**src/ssm_ram.sv**
```systemverilog
// Generic single-write, single-read RAM with a registered read port.
// Depends on nothing.
module ssm_ram #(
  parameter int WIDTH = 8,
  parameter int DEPTH = 2,
  parameter int AW    = (DEPTH > 1) ? $clog2(DEPTH) : 1
) (
  input  logic             clk,
  input  logic             we,
  input  logic [AW-1:0]    waddr,
  input  logic [WIDTH-1:0] wdata,
  input  logic [AW-1:0]    raddr,
  output logic [WIDTH-1:0] rdata
);

  logic [WIDTH-1:0] mem [DEPTH];

  always_ff @(posedge clk) begin
    if (we) begin
      mem[waddr] <= wdata;
    end
    rdata <= mem[raddr];
  end

endmodule

```
**config.mk**
```make
export PLATFORM = sky130hd
export DESIGN_NAME = ssm_ram
export DESIGN_NICKNAME = d
export VERILOG_FILES = /design/src/ssm_ram.sv
export SDC_FILE = /design/constraint.sdc
export NUM_CORES = 1
export LEC_CHECK = 0
export BUFFER_PORTS_ARGS = -buffer_cell sky130_fd_sc_hd__buf_2
export CORE_MARGIN = 8
export CORE_UTILIZATION = 55
export CTS_BUF_LIST = sky130_fd_sc_hd__clkbuf_8
export CTS_CLUSTER_DIAMETER = 120
export CTS_CLUSTER_SIZE = 14
export DETAILED_ROUTE_END_ITERATION = 10
export GPL_TIMING_DRIVEN = 0
export MAX_ROUTING_LAYER = met4
export PLACE_DENSITY = 0.88
export SLEW_MARGIN = 20
export SYNTH_ARGS = -nofsm -noshare
export SYNTH_HDL_FRONTEND = slang
export SYNTH_SLANG_ARGS = --single-unit
```
**constraint.sdc**
```tcl
create_clock -name clk -period 2.55 [get_ports clk]
set_input_delay 0.255 -clock clk [delete_from_list [all_inputs] [get_ports clk]]
set_output_delay 0.255 -clock clk [all_outputs]
set_load 0.05 [all_outputs]
```
# Word level (Yosys, flattened, before mapping)
# Memory sizes are Yosys's and may differ from the RTL's. A register that Yosys moved wholly into a read port is not among the register bits.
# Cells that the tools add are included.
# Widths: inputs -> output; s select.
[word_totals] wordCells=3 n_memories=1 latch_bits=0 input_bits=12 rom_bits=0 ram_bits=16 reg_bits=0 output_inout_bits=8
[mem_list] name="mem" words=2 word_bits=8 rd=1 rd_clocked_by_memory_dff=1 write_ports=1 line_no="16" rtl="logic [WIDTH-1:0] mem [DEPTH];"
[classes] n_bitwise=0 n_shift=0 eq_ne=0 muxes=2 multipliers=0 add_sub_neg=0 n_lt_le_gt_ge=0 reduce_logical=0 n_div=0
[op_table] cell="$mux 1" count=2

# Depth between registers and ports, before layout
[logic_depth] depth_word=2 ltp_mapped=2 mapped_depth_nobuf=1

# Worst setup path after synthesis
# OpenSTA, ideal clock, no wires.
[synth_timing] kind="input to register" start="input port we" end="memory mem[0][0], enable pin" path_buffers=0 stages=1 setup_time_ps=373 setup_slack_ps=1502 required_ps=2177 arrival_time_ps=675 cell_sequence="nor2b_1"
[synth_between] elab_chain_cells=2
[synth_lines] item="from (decl)" line_no="9" rtl="input logic we,"
[synth_lines] item="$mux 1" line_no="19" rtl="if (we) begin"
[synth_lines] item="$mux 1 (not written as such)" line_no="20" rtl="mem[waddr] <= wdata;"
[synth_lines] item="to (decl)" line_no="16"
# Every way passes these cells.

# Worst setup path after layout
[layout_timing] start="register rdata[4] (read register of mem)" end="output port rdata[4]"
[layout_lines] item="from (decl)" line_no="13" rtl="output logic [WIDTH-1:0] rdata"
# No word-level cell between the ends.

==> results.tsv <==
metric	value	unit
drtPass1Iterations	2	
required	2300	ps
grt_pass1_wl	1610	um
maxCapViolations	0	
clkSinkCount	24	
setup_viol	0	
die_w	53.8	um
layout-drive-gt1-share	53.6	%
startpoint	rdata[4]$_DFF_P_	
num_rows	13	
ys_seq_area_share	81.7	%
syn_inst	35	
ios	20	
yosys-top-cells-area	edfxtp_1 61%, dfxtp_1 20%, mux2_4 15%	
async_flop_share	0	%
track_usage	8.09	%
slowest_stage	dfxtp_1	
cts_tree	built	
netlist.area_leader.share	61.2	%
path_class	reg2out	
power.leakage	0.000387	uW
synth.most_common_cell	edfxtp_1	
via_per_inst	4.76	
synth_common_cells	16 x edfxtp_1, 8 x dfxtp_1, 8 x mux2_4	
syn_to_final_growth	19.1	%
syn_nets	47	
fmax	927	MHz
synth_warnings	0	
rsz0062_at_grt	false	
crit_path_max_fanout	1	
drt-initial-drc-count	8	
cts-htree-levels	1	
synthFlopType	edfxtp_1	
worstSetupStartpointType	flop	
hold_slack	183	ps
vias	338	
path_clk_slew	80	ps
synth_cell_type_count	6	
dpl.hpwl	782	um
grt_pass1_vias	353	
synth_area_per_cell	22.4	um^2
ctsHoldBuffers	0	
ir_drop	0.525	mV
period_minus_slack	1080	ps
wl	1010	um
min_path_type	in2reg	
synth_seq_cells	24	
worst-path-buf-inv	1	
clock_skew	0.783	ps
clockRootBuffer	clkbuf_8	
power.density	805	nW/um^2
slew_headroom	56.0	%
postCtsSetupBuffers	0	
avgRoutedWirePerCell	14.2	um
r2r-start	mem[0][0]$_DFFE_PP_	
diodes	0	
arrival	820	ps
crit_path_end_kind	output port	
remaining_drc_errors	0	
gr-total-overflow	0	
clk-insertion-delay-late	250	ps
numCtsBuffers	3	
yosys.area.top_type	edfxtp_1	
start_util	59.5	%
fin_crit_sh	42.3	%
status	finished clean	
clock_path_buffers	2	
min-delay-start	wdata[2]	
cp_top_family	flip-flops	
slew_viol_final	0	
tns	0	ps
path_cells	buf_2	
io_buffers	18	
grt_max_degree	13	
core	1320	um^2
die_area	2890	um^2
synth.cell_area	785	um^2
fillCellCount	86	
cp_slowest_stage_delay	310	ps
synth-edff-count	16	
total_power	752	uW
die_h	53.8	um
final_nets	70	
antenna_left	0	
antenna_found_initial	0	
tightestPinTransition	659	ps
gp_congestion	0.633	
timing.final.hold_violations	0	
cts_resized	0	
per-stage QoR:
stage                     area, um^2  setup slack [ps]  instances  util, %
after CTS                        935              1460         71     70.9
after global placement           893              1290         68     67.8
after global routing             935              1440         71     70.9
after detailed placement         893              1280         68     67.8
after floorplan                  785              1500         35        -
final                            935              1470         71     70.9
cells by family (layout without fill, tap and decap cells):
logic type / count (synthesis) / count (layout) / share of synthesized area (%)
buffers and inverters: 1 / 22 / 1.44
DFF: 24 / 24 / 81.7
muxes: 8 / 8 / 15.3
and+or+nand+nor: 2 / 2 / 1.60
state kept, by name, summed over array words and instances, names as in the netlist:
name,cells
rdata,8
mem,16
cell usage in the layout (no fill, tap or decap):
master,synthesis,final
mux2_4,8,8
buf_2,0,18
clkbuf_8,0,3
dfxtp_1,8,8
and2_1,1,1
buf_6,1,1
edfxtp_1,16,16
nor2b_1,1,1
report_power, final:
part / total (uW) / switching, uW / internal, uW
Clock: 208 / 103 / 105
Sequential: 452 / 6.57 / 445
Combinational: 91.8 / 59.6 / 32.2
layer usage:
layer	wire length, um	GRT usage (%)
met1	477	9.18
met2	401	11.6
met3	129	4.13
met4	0	3.78
met5	0	-
path summary, 6_finish.rpt:
check                                            to  slack, ps  cells past startpoint
worst max-delay path                       rdata[4]       1470                      1
worst min-delay path            mem[1][2]$_DFFE_PP_        180                      1
worst max register to register     rdata[0]$_DFF_P_       1780                      1
worst min register to register     rdata[3]$_DFF_P_        470                      1
area by class of cell:
type                            count  area [um^2]  share of cell area [%]
Timing Repair Buffer               18         90.1                    9.64
Sequential cell                    24          641                    68.5
Clock buffer                        3         41.3                    4.42
Multi-Input combinational cell     10          133                    14.2
Buffer                              1         11.3                    1.20
Tap cell                           15         18.8                    2.01
(Power assumes the default switching activity.)
